**config.mk**
```make
export PLATFORM = sky130hd
export DESIGN_NAME = stopwatch_keypad_display_scanner
export DESIGN_NICKNAME = d
export VERILOG_FILES = /design/src/hw/rtl/swkd_pkg.sv /design/src/hw/rtl/stopwatch_keypad_display_scanner.sv
export SDC_FILE = /design/constraint.sdc
export NUM_CORES = 1
export LEC_CHECK = 0
export ABC_AREA = 1
export ABC_CLOCK_PERIOD_IN_PS = 2700
export BUFFER_PORTS_ARGS = -buffer_cell sky130_fd_sc_hd__buf_2
export CAP_MARGIN = 0
export CORE_AREA = 2 2 109 111
export CTS_BUF_LIST = sky130_fd_sc_hd__clkbuf_8 sky130_fd_sc_hd__clkbuf_16
export CTS_CLUSTER_DIAMETER = 40
export DETAILED_ROUTE_END_ITERATION = 7
export DIE_AREA = 0 0 111 113
export HOLD_SLACK_MARGIN = 0.1
export PLACE_DENSITY_LB_ADDON = 0.08
export SLEW_MARGIN = 20
export SYNTH_ARGS = -nofsm -noshare
export SYNTH_HDL_FRONTEND = slang
export SYNTH_SLANG_ARGS = --single-unit
```
**constraint.sdc**
```tcl
create_clock -name clk -period 2.7 [get_ports clk]
set_clock_uncertainty 0.05 [all_clocks]
set_input_delay 0.405 -clock clk [delete_from_list [all_inputs] [get_ports clk]]
set_output_delay 0.405 -clock clk [all_outputs]
set_load 0.1 [all_outputs]
```
**src/hw/rtl/swkd_pkg.sv**
```systemverilog
// swkd_pkg: constants, register indexes and the seven-segment table
// for the stopwatch keypad display scanner; no dependencies

package swkd_pkg;

    localparam int CFG_INDEX_W = 2;
    localparam int CFG_DATA_W  = 16;
    localparam int DISP_SLOTS  = 4;

    localparam logic [CFG_INDEX_W-1:0] REG_TICKS_PER_COUNT = 2'd0;
    localparam logic [CFG_INDEX_W-1:0] REG_RELEASE_TICKS   = 2'd1;

    localparam logic [15:0] TICKS_RESET   = 16'd1000;
    localparam logic [7:0]  RELEASE_RESET = 8'd32;
    localparam logic [5:0]  PRESS_IDLE    = 6'd33;

    localparam logic [3:0] KEY_START = 4'd10;
    localparam logic [3:0] KEY_STOP  = 4'd11;
    localparam logic [3:0] KEY_CLEAR = 4'd12;

    function automatic logic [7:0] seg_pattern(input logic [3:0] code);
        logic [7:0] pat;
        begin
            case (code)
                4'd0:    pat = 8'hfc;
                4'd1:    pat = 8'h60;
                4'd2:    pat = 8'hda;
                4'd3:    pat = 8'hf2;
                4'd4:    pat = 8'h66;
                4'd5:    pat = 8'hb6;
                4'd6:    pat = 8'hbe;
                4'd7:    pat = 8'he0;
                4'd8:    pat = 8'hfe;
                4'd9:    pat = 8'he6;
                4'd10:   pat = 8'h00;
                default: pat = 8'hff;
            endcase
            return pat;
        end
    endfunction

endpackage

```
**src/hw/rtl/stopwatch_keypad_display_scanner.sv**
```systemverilog
// stopwatch_keypad_display_scanner: 4x4 keypad scan, debounce, buzzer,
// multiplexed display drive and bcd stopwatch; uses swkd_pkg
//
// channel  dir  handshake              payload
// in       in   in_valid / in_ready    return_lines
// out      out  out_valid / out_ready  digit_select .. pressed_key
// cfg      in   cfg_write              cfg_index, cfg_data
//
// one tick beat is processed per clock when not stalled; non-config state
// updates at accept; the result is visible the next cycle from state registers
// a new beat is taken whenever the result register is empty or being drained
// out_ready low holds the result and stalls the input side
// asynchronous active-low reset restores all state and both config registers

module stopwatch_keypad_display_scanner #(
    parameter int NUM_DIGITS = 4
) (
    input  logic                                clk,
    input  logic                                rst_n,
    input  logic                                in_valid,
    output logic                                in_ready,
    input  logic [3:0]                          return_lines,
    output logic                                out_valid,
    input  logic                                out_ready,
    output logic [3:0]                          digit_select,
    output logic [7:0]                          segment_pattern,
    output logic                                buzzer_level,
    output logic                                running,
    output logic [15:0]                         count_bcd,
    output logic                                key_accepted,
    output logic [3:0]                          pressed_key,
    input  logic                                cfg_write,
    input  logic [swkd_pkg::CFG_INDEX_W-1:0]    cfg_index,
    input  logic [swkd_pkg::CFG_DATA_W-1:0]     cfg_data
);

    logic [15:0] ticks_per_count_reg;
    logic [7:0]  release_ticks_reg;

    logic [3:0]  scan_position_reg;
    logic [5:0]  press_counter_reg,   press_counter_next;
    logic [3:0]  latched_key_reg,     latched_key_next;
    logic        key_held_reg,        key_held_next;
    logic [7:0]  release_counter_reg, release_counter_next;
    logic        buzzer_enable_reg,   buzzer_enable_next;
    logic        buzzer_state_reg;
    logic        run_flag_reg,        run_flag_next;
    logic [3:0]  digits_reg [NUM_DIGITS];
    logic [3:0]  digits_next [NUM_DIGITS];
    logic [15:0] second_counter_reg,  second_counter_next;
    logic        second_due_reg;
    logic [3:0]  select_port_reg,     select_port_next;
    logic [7:0]  segment_port_reg,    segment_port_next;
    logic        accepted_reg,        accepted_next;
    logic        out_valid_reg;

    logic        accept;
    logic [1:0]  slot;
    logic        line_low;
    logic        due_now;
    logic [15:0] second_dec;
    logic [5:0]  press_dec;
    logic [7:0]  release_dec;
    logic        carry;
    logic [3:0]  digit_inc;

    logic [3:0]  slot_code [swkd_pkg::DISP_SLOTS];
    logic        slot_live [swkd_pkg::DISP_SLOTS];
    logic [3:0]  bcd_view  [swkd_pkg::DISP_SLOTS];

    assign in_ready = !out_valid_reg || out_ready;
    assign accept   = in_valid && in_ready;
    assign slot     = scan_position_reg[3:2];
    assign line_low = !return_lines[scan_position_reg[1:0]];

    for (genvar g = 0; g < swkd_pkg::DISP_SLOTS; g++) begin : g_slot
        if (g < NUM_DIGITS) begin : g_live
            assign slot_code[g] = digits_reg[g];
            assign slot_live[g] = 1'b1;
            assign bcd_view[g]  = digits_reg[g];
        end else begin : g_dead
            assign slot_code[g] = 4'd0;
            assign slot_live[g] = 1'b0;
            assign bcd_view[g]  = 4'd0;
        end
    end

    // second timer
    always_comb
    begin
        second_dec          = second_counter_reg - 16'd1;
        second_counter_next = second_counter_reg;
        due_now             = second_due_reg;
        if (!second_due_reg)
        begin
            if (second_dec == 16'd0)
            begin
                second_counter_next = ticks_per_count_reg;
                due_now             = 1'b1;
            end
            else
            begin
                second_counter_next = second_dec;
            end
        end
    end

    // display drive
    always_comb
    begin
        select_port_next  = select_port_reg;
        segment_port_next = segment_port_reg;
        if (scan_position_reg[1:0] == 2'd0)
        begin
            if (slot_live[slot])
            begin
                select_port_next  = ~(4'd1 << slot);
                segment_port_next = swkd_pkg::seg_pattern(slot_code[slot]);
            end
            else
            begin
                select_port_next  = 4'hf;
                segment_port_next = 8'h00;
            end
        end
        else if (scan_position_reg[1:0] == 2'd3)
        begin
            segment_port_next = 8'h00;
        end
    end

    // key debounce and release
    always_comb
    begin
        press_dec            = press_counter_reg - 6'd1;
        release_dec          = release_counter_reg - 8'd1;
        press_counter_next   = press_counter_reg;
        latched_key_next     = latched_key_reg;
        key_held_next        = key_held_reg;
        release_counter_next = release_counter_reg;
        buzzer_enable_next   = buzzer_enable_reg;
        accepted_next        = 1'b0;
        if (!key_held_reg)
        begin
            if (press_counter_reg == swkd_pkg::PRESS_IDLE)
            begin
                if (line_low)
                begin
                    press_counter_next = swkd_pkg::PRESS_IDLE - 6'd1;
                    latched_key_next   = scan_position_reg;
                end
            end
            else if (press_dec == 6'd0)
            begin
                press_counter_next = swkd_pkg::PRESS_IDLE;
                if (line_low)
                begin
                    key_held_next      = 1'b1;
                    buzzer_enable_next = 1'b1;
                    accepted_next      = 1'b1;
                end
            end
            else
            begin
                press_counter_next = press_dec;
            end
        end
        else if (line_low)
        begin
            release_counter_next = release_ticks_reg;
        end
        else if (release_dec == 8'd0)
        begin
            buzzer_enable_next   = 1'b0;
            release_counter_next = release_ticks_reg;
            key_held_next        = 1'b0;
        end
        else
        begin
            release_counter_next = release_dec;
        end
    end

    // counter step and key action
    always_comb
    begin
        carry         = due_now && run_flag_reg;
        digit_inc     = 4'd0;
        run_flag_next = run_flag_reg;
        for (int i = 0; i < NUM_DIGITS; i++)
        begin
            digit_inc      = digits_reg[i] + 4'd1;
            digits_next[i] = digits_reg[i];
            if (carry)
            begin
                if (digit_inc <= 4'd9)
                begin
                    digits_next[i] = digit_inc;
                    carry          = 1'b0;
                end
                else
                begin
                    digits_next[i] = 4'd0;
                end
            end
        end
        if (accepted_next)
        begin
            unique case (latched_key_next)
                swkd_pkg::KEY_START: run_flag_next = 1'b1;
                swkd_pkg::KEY_STOP:  run_flag_next = 1'b0;
                swkd_pkg::KEY_CLEAR:
                begin
                    run_flag_next = 1'b0;
                    for (int i = 0; i < NUM_DIGITS; i++)
                    begin
                        digits_next[i] = 4'd0;
                    end
                end
                default: run_flag_next = run_flag_reg;
            endcase
        end
    end

    always_ff @(posedge clk or negedge rst_n)
    begin
        if (!rst_n)
        begin
            ticks_per_count_reg <= swkd_pkg::TICKS_RESET;
            release_ticks_reg   <= swkd_pkg::RELEASE_RESET;
            scan_position_reg   <= 4'd0;
            press_counter_reg   <= swkd_pkg::PRESS_IDLE;
            latched_key_reg     <= 4'd0;
            key_held_reg        <= 1'b0;
            release_counter_reg <= swkd_pkg::RELEASE_RESET;
            buzzer_enable_reg   <= 1'b0;
            buzzer_state_reg    <= 1'b1;
            run_flag_reg        <= 1'b0;
            for (int i = 0; i < NUM_DIGITS; i++)
            begin
                digits_reg[i] <= 4'd0;
            end
            second_counter_reg  <= swkd_pkg::TICKS_RESET;
            second_due_reg      <= 1'b1;
            select_port_reg     <= 4'hf;
            segment_port_reg    <= 8'hff;
            accepted_reg        <= 1'b0;
            out_valid_reg       <= 1'b0;
        end
        else
        begin
            if (cfg_write)
            begin
                unique case (cfg_index)
                    swkd_pkg::REG_TICKS_PER_COUNT: ticks_per_count_reg <= cfg_data;
                    swkd_pkg::REG_RELEASE_TICKS:   release_ticks_reg   <= cfg_data[7:0];
                    default:                       ;
                endcase
            end
            if (accept)
            begin
                scan_position_reg   <= scan_position_reg + 4'd1;
                press_counter_reg   <= press_counter_next;
                latched_key_reg     <= latched_key_next;
                key_held_reg        <= key_held_next;
                release_counter_reg <= release_counter_next;
                buzzer_enable_reg   <= buzzer_enable_next;
                buzzer_state_reg    <= buzzer_state_reg ^ buzzer_enable_reg;
                run_flag_reg        <= run_flag_next;
                for (int i = 0; i < NUM_DIGITS; i++)
                begin
                    digits_reg[i] <= digits_next[i];
                end
                second_counter_reg  <= second_counter_next;
                second_due_reg      <= 1'b0;
                select_port_reg     <= select_port_next;
                segment_port_reg    <= segment_port_next;
                accepted_reg        <= accepted_next;
                out_valid_reg       <= 1'b1;
            end
            else if (out_ready)
            begin
                out_valid_reg <= 1'b0;
            end
        end
    end

    assign out_valid       = out_valid_reg;
    assign digit_select    = select_port_reg;
    assign segment_pattern = segment_port_reg;
    assign buzzer_level    = buzzer_state_reg;
    assign running         = run_flag_reg;
    assign count_bcd       = {bcd_view[3], bcd_view[2], bcd_view[1], bcd_view[0]};
    assign key_accepted    = accepted_reg;
    assign pressed_key     = latched_key_reg;

endmodule
```
# Word-level counts from Yosys, hierarchy flattened
# Memories as Yosys holds them, arrays and structs flattened.
# Index checks and enable logic that the tools add are counted.
[classes] reduce_logical=23 mux=55 bitwise_logic=5 n_eq_ne=11 addsub=8 n_shift=1 n_lt_le_gt_ge=6
[op_table] operator="$mux W4" count=14
[op_table] operator="$mux W16" count=3
[op_table] operator="$mux W8" count=5
[op_table] operator="$mux W1" count=26
[op_table] operator="$add A4 B1 Y4 const B" count=5
[op_table] operator="$mux W6" count=3
[op_table] operator="$le A4 B4 Y1 const B" count=4
[op_table] operator="$logic_not A16 Y1" count=1
[op_table] operator="$sub A16 B1 Y16 const B" count=1
[op_table] operator="$eq A4 B4 Y1 const B" count=3
[op_table] operator="$reduce_and A2 Y1" count=6
[op_table] operator="$bmux W4 S2" count=1
[op_table] operator="$logic_not A8 Y1" count=1
[op_table] operator="$reduce_bool A2 Y1" count=4
[op_table] operator="$sub A8 B1 Y8 const B" count=1
[op_table] operator="$eq A6 B6 Y1 const B" count=1
[op_table] operator="$logic_not A6 Y1" count=1
[op_table] operator="$ne A2 B2 Y1 const B" count=3
[op_table] operator="$reduce_and A3 Y1" count=2
[op_table] operator="$reduce_and A6 Y1" count=1
[op_table] operator="$sub A6 B1 Y6 const B" count=1
[op_table] operator="$bmux W1 S2" count=2
[op_table] operator="$logic_not A2 Y1" count=2
[op_table] operator="$ne A2 B1 Y1 const B" count=2
[op_table] operator="14 further kinds" count=16
[totals] n_memories=1 out_inout_bits=37 rom_bits=128 wordCells=130 ff_bits=97 inputBits=27
[mem_list] memory="(name not given)" depth=16 width=8 read_ports=1 rd_ports_with_merged_regs=0 wr=0 line="swkd_pkg.sv:24" rtl="case (code)"

# Longest topological paths before layout
# Gate-level depths: netlist of the first run.
[depth] ltp_word=11 ltp_mapped=18 mapped_depth_nobuf=18

# Worst setup path after synthesis of the first run
# Ideal clock, no wire load.
[synth_timing] kind="reg-to-reg" from="register out_valid_reg (netlist: out_valid)" to="register second_counter_reg[1]" t_arrival_ns=2.881 setup_ns=0.136 slack_ns=-0.367 period_less_slack_ns=3.067 required_ns=2.514 n_path_buf=1 stages_incl_launch_ff=9 path_cell_list="dfrtp_1 -> nand2_1 -> nand2_1 -> nor2_1 -> inv_1 -> clkbuf_1 -> a21oi_1 -> o21ai_0 -> o21ai_0"
[synth_between] elab_chain_cells=4
[synth_rtl] item="start: declaration" line="stopwatch_keypad_display_scanner.sv:55" rtl="logic out_valid_reg;"
[synth_rtl] item="start signal: assignment" line="stopwatch_keypad_display_scanner.sv:248" rtl="out_valid_reg <= 1'b0;"
[synth_rtl] item="start signal: assignment" line="stopwatch_keypad_display_scanner.sv:279" rtl="out_valid_reg <= 1'b1;"
[synth_rtl] item="start signal: assignment" line="stopwatch_keypad_display_scanner.sv:283" rtl="out_valid_reg <= 1'b0;"
[synth_rtl] item="$logic_not A1 Y1" line="stopwatch_keypad_display_scanner.sv:71" rtl="assign in_ready = !out_valid_reg || out_ready;"
[synth_rtl] item="$logic_or A1 B1 Y1" line="stopwatch_keypad_display_scanner.sv:71"
[synth_rtl] item="named net in_ready" line="stopwatch_keypad_display_scanner.sv:21" rtl="output logic in_ready,"
[synth_rtl] item="$logic_and A1 B1 Y1" line="stopwatch_keypad_display_scanner.sv:72" rtl="assign accept = in_valid && in_ready;"
[synth_rtl] item="$reduce_and A2 Y1 (no source line)"
[synth_rtl] item="end signal: assignment" line="stopwatch_keypad_display_scanner.sv:243" rtl="second_counter_reg <= swkd_pkg::TICKS_RESET;"
[synth_rtl] item="end signal: assignment" line="stopwatch_keypad_display_scanner.sv:274" rtl="second_counter_reg <= second_counter_next;"
[synth_rtl] item="end: declaration" line="stopwatch_keypad_display_scanner.sv:50" rtl="logic [15:0] second_counter_reg, second_counter_next;"
# The timed path passes the listed nets, and every way through them passes these cells.
# A chain may end at the register's enable or synchronous reset.

# Worst setup path after layout of the first run
[layout_timing] from="register press_counter_reg[0]" to="register digits_reg, in the netlist count_bcd[10]"
[layout_between] elab_chain_cells=6 word_cells_on_any_way=11 cone_classes="1 x add/sub; 2 x eq/ne; 7 x mux; 1 x reduce/logical"
[layout_rtl] item="start: declaration" line="stopwatch_keypad_display_scanner.sv:41" rtl="logic [5:0] press_counter_reg, press_counter_next;"
[layout_rtl] item="start signal: assignment" line="stopwatch_keypad_display_scanner.sv:232" rtl="press_counter_reg <= swkd_pkg::PRESS_IDLE;"
[layout_rtl] item="start signal: assignment" line="stopwatch_keypad_display_scanner.sv:263" rtl="press_counter_reg <= press_counter_next;"
[layout_rtl] item="$sub A6 B1 Y6 or $eq A6 B6 Y1 (tied branches)" line="stopwatch_keypad_display_scanner.sv:135, stopwatch_keypad_display_scanner.sv:145"
[layout_rtl] item="$logic_not A6 Y1 or $mux W4 (tied branches)" line="stopwatch_keypad_display_scanner.sv:153, stopwatch_keypad_display_scanner.sv:145"
[layout_rtl] item="$mux W1 or $mux W4 (tied branches)" line="stopwatch_keypad_display_scanner.sv:153, stopwatch_keypad_display_scanner.sv:143"
[layout_rtl] item="$mux W1 or $eq A4 B4 Y1 (tied branches)" line="stopwatch_keypad_display_scanner.sv:145, stopwatch_keypad_display_scanner.sv:209"
[layout_rtl] item="$mux W1 or $mux W16 (tied branches)" line="stopwatch_keypad_display_scanner.sv:143, stopwatch_keypad_display_scanner.sv:209"
[layout_rtl] item="$mux W16 (*)" line="stopwatch_keypad_display_scanner.sv:207" rtl="if (accepted_next)"
[layout_rtl] item="end signal: indexed assignment" line="stopwatch_keypad_display_scanner.sv:272" rtl="digits_reg[i] <= digits_next[i];"
[layout_rtl] item="end: declaration" line="stopwatch_keypad_display_scanner.sv:48" rtl="logic [3:0] digits_reg [NUM_DIGITS];"
# Every way passes the cells marked *; elsewhere a longest branch is shown, timed or not.

==> results.json, run 1 <==
{
  "layout-drive-gt1-share_pct": 19.2,
  "clockRootBuffer": "clkbuf_16",
  "netlist.area_leader.share_pct": 29.9,
  "worst-setup-path-type": "flop to flop",
  "synthSimpleGateAreaFrac_pct": 22.5,
  "setup_slack_ns": 0.230,
  "io_pins": 64,
  "wl_mm": 12.9,
  "synth_warnings": 0,
  "synth_most_common_cell": "nand2_1",
  "antenna_found_initial": 0,
  "dp_hpwl_mm": 9.40,
  "relSlewSlack_pct": 46.4,
  "vias": 4900,
  "grt_pass1_wl_mm": 22.1,
  "rows": 39,
  "p_total_mw": 7.18,
  "period_share_pct": 91.5,
  "critPathMaxFanout": 12,
  "synth_area_um2": 5600,
  "antenna_cells": 0,
  "final-setup-viol-count": 0,
  "period_minus_slack_ns": 2.47,
  "ys_types": 43,
  "start_kind": "flop",
  "detail_route.first_pass.iterations": 4,
  "fillers": 1048,
  "grt_overflow_total": 0,
  "final_cells": 931,
  "cts.sinks": 97,
  "worstSkewPairLatency_ns": 0.35,
  "synth-xor-area-share_pct": 3.91,
  "die_area_um2": 12500,
  "slew_violations": 0,
  "synth_flop_cell": "dfrtp_1",
  "cp.arrival_ns": 2.65,
  "core-area_um2": 11300,
  "synthAdderAreaFrac_pct": 5.14,
  "synth_edf_count": 0,
  "clk_pin_slew_ns": 0.07,
  "preCtsSetupSlack_ns": 0.0982,
  "max-vdd-ir-drop_uv": 1160,
  "synthMuxAreaShare_pct": 1.61,
  "synth_nets": 760,
  "placed_cells": 911,
  "final_nets": 833,
  "hold_viol": 0,
  "leakagePower_nw": 3.24,
  "die_h_um": 113,
  "synth_compound_area_share_pct": 15.4,
  "syn2layout_area_growth_pct": 15.5,
  "status": "finished, final reports clean",
  "ys_seq_area_share_pct": 44.0,
  "fp.dieW_um": 111,
  "final_core_util_pct": 57.4,
  "routedWlPerCell_um": 13.8,
  "timing.hold.ws_ns": 0.236,
  "fmax_mhz": 405,
  "synth_top_area_cell": "dfrtp_1",
  "cp-end-kind": "flop",
  "vias_per_cell": 5.26,
  "synthCells": 710,
  "h-tree-depth": 3,
  "globalplace.congestion": 0.945,
  "postRouteAntennaNets": 0,
  "synth.top_cells.by_count": "166 x nand2_1, 92 x inv_1, 81 x o21ai_0",
  "cap_viol_max_count": 0,
  "grt_usage_pct": 21.5,
  "synth_top_family_by_area": "simple AND/OR/NAND/NOR gates",
  "synth-seq-cells": 97,
  "syn_avg_cell_area_um2": 7.89,
  "min-delay-path-class": "primary input to flop",
  "cp.required_ns": 2.88,
  "power_density_nw_per_um2": 1110,
  "cts.path.max_buffers": 2,
  "grt_max_degree": 58,
  "cts_made_buffers": 9,
  "grt_pass1_vias": 4750,
  "port_buffers": 63,
  "drtIter0Drc": 242,
  "synth_area_leaders": "dfrtp_1 30%, dfstp_2 14%, nand2_1 11%, o21ai_0 7.2%, inv_1 6.2%",
  "drc": 0,
  "tightest_slew_ns": 0.802,
  "async_flop_share_pct": 100,
  "initial_core_util_pct": 49.7,
  "cts_tree": "built"
}
==> critical path: stages (launching register included) <==
cell and delay (ns):
dfstp_2 0.55, ha_1 0.14, nand4_1 0.15, inv_1 0.12, nand3_2 0.15, o21ai_0 0.30, nand4_1 0.25, o21ai_4 0.29
inv_2 0.16, o211ai_1 0.12, nand2_1 0.07
==> power breakdown <==
group	total, mW	internal (mW)	switching, mW
combinational	3.51	0.950	2.56
sequential	2.37	2.00	0.367
clock	1.30	0.720	0.575
==> worst paths after layout <==
kind                                             startpoint                                   to  slack [ns]  cells past startpoint
min reg2reg                  segment_pattern[5]$_DFFE_PN1P_       segment_pattern[5]$_DFFE_PN1P_        0.43                      2
min                                            cfg_data[15]  ticks_per_count_reg[15]$_DFFE_PN0P_        0.24                      2
max in group asynchronous                             rst_n          digit_select[3]$_DFFE_PN1P_        1.33                      3
max                        press_counter_reg[0]$_DFFE_PN1P_            count_bcd[10]$_DFFE_PN0P_        0.23                     10
max reg2reg                press_counter_reg[0]$_DFFE_PN1P_            count_bcd[10]$_DFFE_PN0P_        0.23                     10
min in group asynchronous                             rst_n  ticks_per_count_reg[13]$_DFFE_PN0P_        0.53                      2
==> metrics by stage <==
step                      cell area (um2)  TNS, ns
final                                6470        0
after global routing                 6470   -0.120
after CTS                            6420        0
after detailed placement             6120        0
after global placement               6120        0
after floorplan                      5600        0
==> cell usage in the layout, fill, tap and decap left out, drive strengths merged, types with 23 or more instances in the layout <==
cell / synthesis / layout
ha: 23 / 23
o21ai: 89 / 89
dfstp: 30 / 30
dfrtp: 67 / 67
nand3: 31 / 31
buf: 2 / 75
xor2: 23 / 23
nand2: 170 / 170
inv: 94 / 97
nor2: 72 / 72
a21oi: 31 / 31
==> timing repair <==
item,CTS,global route
hold buffers,1,0
endpoints found under the hold margin,30,0
setup endpoints to repair,0,15
gates resized for setup,0,6
setup buffers,0,3
==> logic make-up (layout without fill, tap and decap cells) <==
kind of cell / count (synthesis) / count (layout)
AND/OR/NAND/NOR: 291 / 291
AO/OA/AOI/OAI: 157 / 157
buffers and inverters: 109 / 187
flip-flops: 97 / 97
XOR/XNOR: 25 / 25
adder cells (fa/ha/maj): 23 / 23
multiplexers: 8 / 8
==> layer usage <==
metal / wire length [um] / vias up / GRT usage [%]
met5: 0 / - / 0
met4: 222 / 0 / 7.83
met3: 464 / 16 / 4.07
met2: 6240 / 74 / 36.0
met1: 5970 / 2362 / 28.2
li1: - / 2448 / -
==> cell type report <==
class / instances / area, um2 / area share, %
tap: 143 / 179 / 2.77
sequential: 97 / 2470 / 38.1
clock buffer: 9 / 225 / 3.48
inverter: 95 / 357 / 5.51
clock inverter: 7 / 70.1 / 1.08
timing repair buffer: 76 / 430 / 6.66
multi-input combinational: 504 / 2740 / 42.4
No activity file was read; power rests on OpenSTA's default activity.
==> run 2: changes to the inputs <==
- RECOVER_POWER: not set -> 50
==> results.json, run 2 (same netlist as run 1, synthesis figures left out) <==
{
  "status": "finished, final reports clean",
  "grt_max_degree": 58,
  "cp.arrival_ns": 2.64,
  "rows": 39,
  "crit_slowest_cell": "dfstp_2",
  "mostFrequentLayoutCell": "nand2_1",
  "initial_core_util_pct": 49.7,
  "fp.dieW_um": 111,
  "grt_pass1_wl_mm": 22.1,
  "period_minus_slack_ns": 2.48,
  "placed_cells": 911,
  "core-area_um2": 11300,
  "antenna_found_initial": 0,
  "fmax_mhz": 404,
  "p_total_mw": 7.17,
  "switching_share_pct": 48.8,
  "critPathMostFrequentCell": "nand4_1",
  "seqPwrFrac_pct": 33.0,
  "final_core_util_pct": 57.1,
  "clockRootBuffer": "clkbuf_16",
  "period_share_pct": 91.7,
  "timing.hold.ws_ns": 0.237,
  "hold_viol": 0,
  "clk_pin_slew_ns": 0.07,
  "cp-end-kind": "flop",
  "drc": 0,
  "slowest_delay_ns": 0.55,
  "final_nets": 833,
  "syn2layout_area_growth_pct": 14.9,
  "path_cells": "ha_1 > nand4_1 > inv_1 > nand3_2 > o21ai_0 > nand4_1 > o21ai_4 > inv_2 > nand3_1 > o21ai_1",
  "die_h_um": 113,
  "p_switching_mw": 3.50,
  "dp_hpwl_mm": 9.40,
  "relSlewSlack_pct": 32.6,
  "final_cells": 931,
  "internal-power_mw": 3.67,
  "placed_cell_area_um2": 6120,
  "cts_made_buffers": 9,
  "cts.sinks": 97,
  "cts.path.max_buffers": 2,
  "detail_route.first_pass.iterations": 4,
  "grt_overflow_total": 0,
  "layout-drive-gt1-share_pct": 18.7,
  "min-delay-path-class": "primary input to flop",
  "start_kind": "flop",
  "final_cell_mix": "165 x nand2_1, 93 x inv_1, 79 x o21ai_0",
  "power_density_nw_per_um2": 1110,
  "grt_usage_pct": 21.5,
  "final_cell_area_um2": 6440,
  "tightest_slew_ns": 1.01,
  "vias_per_cell": 5.25,
  "io_pins": 64,
  "antenna_cells": 0,
  "critPathMaxFanout": 12,
  "cp.required_ns": 2.86,
  "worstSkewPairLatency_ns": 0.35,
  "vias": 4888,
  "postRouteAntennaNets": 0,
  "port_buffers": 63,
  "slew_violations": 0,
  "wl_mm": 12.9,
  "drtIter0Drc": 246,
  "h-tree-depth": 3,
  "grt_pass1_vias": 4750,
  "power.share.combinational_pct": 48.9,
  "routedWlPerCell_um": 13.8,
  "cap_viol_max_count": 0,
  "worst-setup-path-type": "flop to flop",
  "globalplace.congestion": 0.945,
  "die_area_um2": 12500,
  "fillers": 1055,
  "leakagePower_nw": 3.22,
  "p_clk_share_pct": 18.1,
  "max-vdd-ir-drop_uv": 1160,
  "final-setup-viol-count": 0,
  "cts_tree": "built"
}
-- run 2: per-layer routing --
layer	vias up	share of wire, %	track usage [%]	wire, um
met4	0	1.7	7.83	222
met5	-	0	0	0
met3	16	3.8	4.07	492
met1	2343	46	28.2	5950
li1	2447	-	-	-
met2	82	48	36.0	6210
-- run 2: per-stage QoR --
stage	TNS (ns)	setup slack, ns
after floorplan	0	0.0999
after global placement	0	0.185
after detailed placement	0	0.0982
after CTS	0	0.0753
after global routing	-0.130	-0.0382
final	0	0.223
-- run 2: final timing paths --
check                      slack, ns                             start                             endpoint  cells past startpoint
setup / recovery                0.22  press_counter_reg[0]$_DFFE_PN1P_            count_bcd[11]$_DFFE_PN0P_                     10
hold / removal                  0.24                      cfg_data[15]  ticks_per_count_reg[15]$_DFFE_PN0P_                      2
setup reg to reg                0.22  press_counter_reg[0]$_DFFE_PN1P_            count_bcd[11]$_DFFE_PN0P_                     10
hold reg to reg                 0.43    segment_pattern[5]$_DFFE_PN1P_       segment_pattern[5]$_DFFE_PN1P_                      2
max in group asynchronous       0.49                             rst_n           pressed_key[0]$_DFFE_PN0P_                      3
min in group asynchronous       0.71                             rst_n  ticks_per_count_reg[13]$_DFFE_PN0P_                      2
-- run 2: what timing repair did --
action	4_1_cts	5_1_grt
resized for setup	0	6
buffers inserted	0	3
endpoints found under the hold margin	30	0
hold buffers	1	0
endpoints found under the setup margin	0	15
-- run 2: power groups by stage --
stage / sequential (mW) / combinational, mW / clock [mW]
floorplan: 3.25 / 1.89 / 0
global placement: 2.38 / 3.41 / 0
finish: 2.37 / 3.50 / 1.29
detailed placement: 2.38 / 3.46 / 0
global route: 2.43 / 3.89 / 1.40
CTS: 2.37 / 3.48 / 1.32
-- run 2: worst max-delay path: cells and delay by family (launching register included) --
kind                       cells  cell delay (ns)
AOI/OAI and AO/OA              3             0.66
adders and majority gates      1             0.14
buffers and inverters          2             0.28
DFF                            1             0.55
and+or+nand+nor                4             0.66
-- run 2: layout make-up --
| class | instances | area [um2] | share of cell area [%] |
|---|---|---|---|
| Clock buffer | 9 | 225 | 3.50 |
| Clock inverter | 7 | 70.1 | 1.09 |
| Inverter | 95 | 357 | 5.54 |
| Multi-Input combinational cell | 504 | 2740 | 42.6 |
| Sequential cell | 97 | 2470 | 38.3 |
| Tap cell | 143 | 179 | 2.78 |
| Timing Repair Buffer | 76 | 400 | 6.22 |
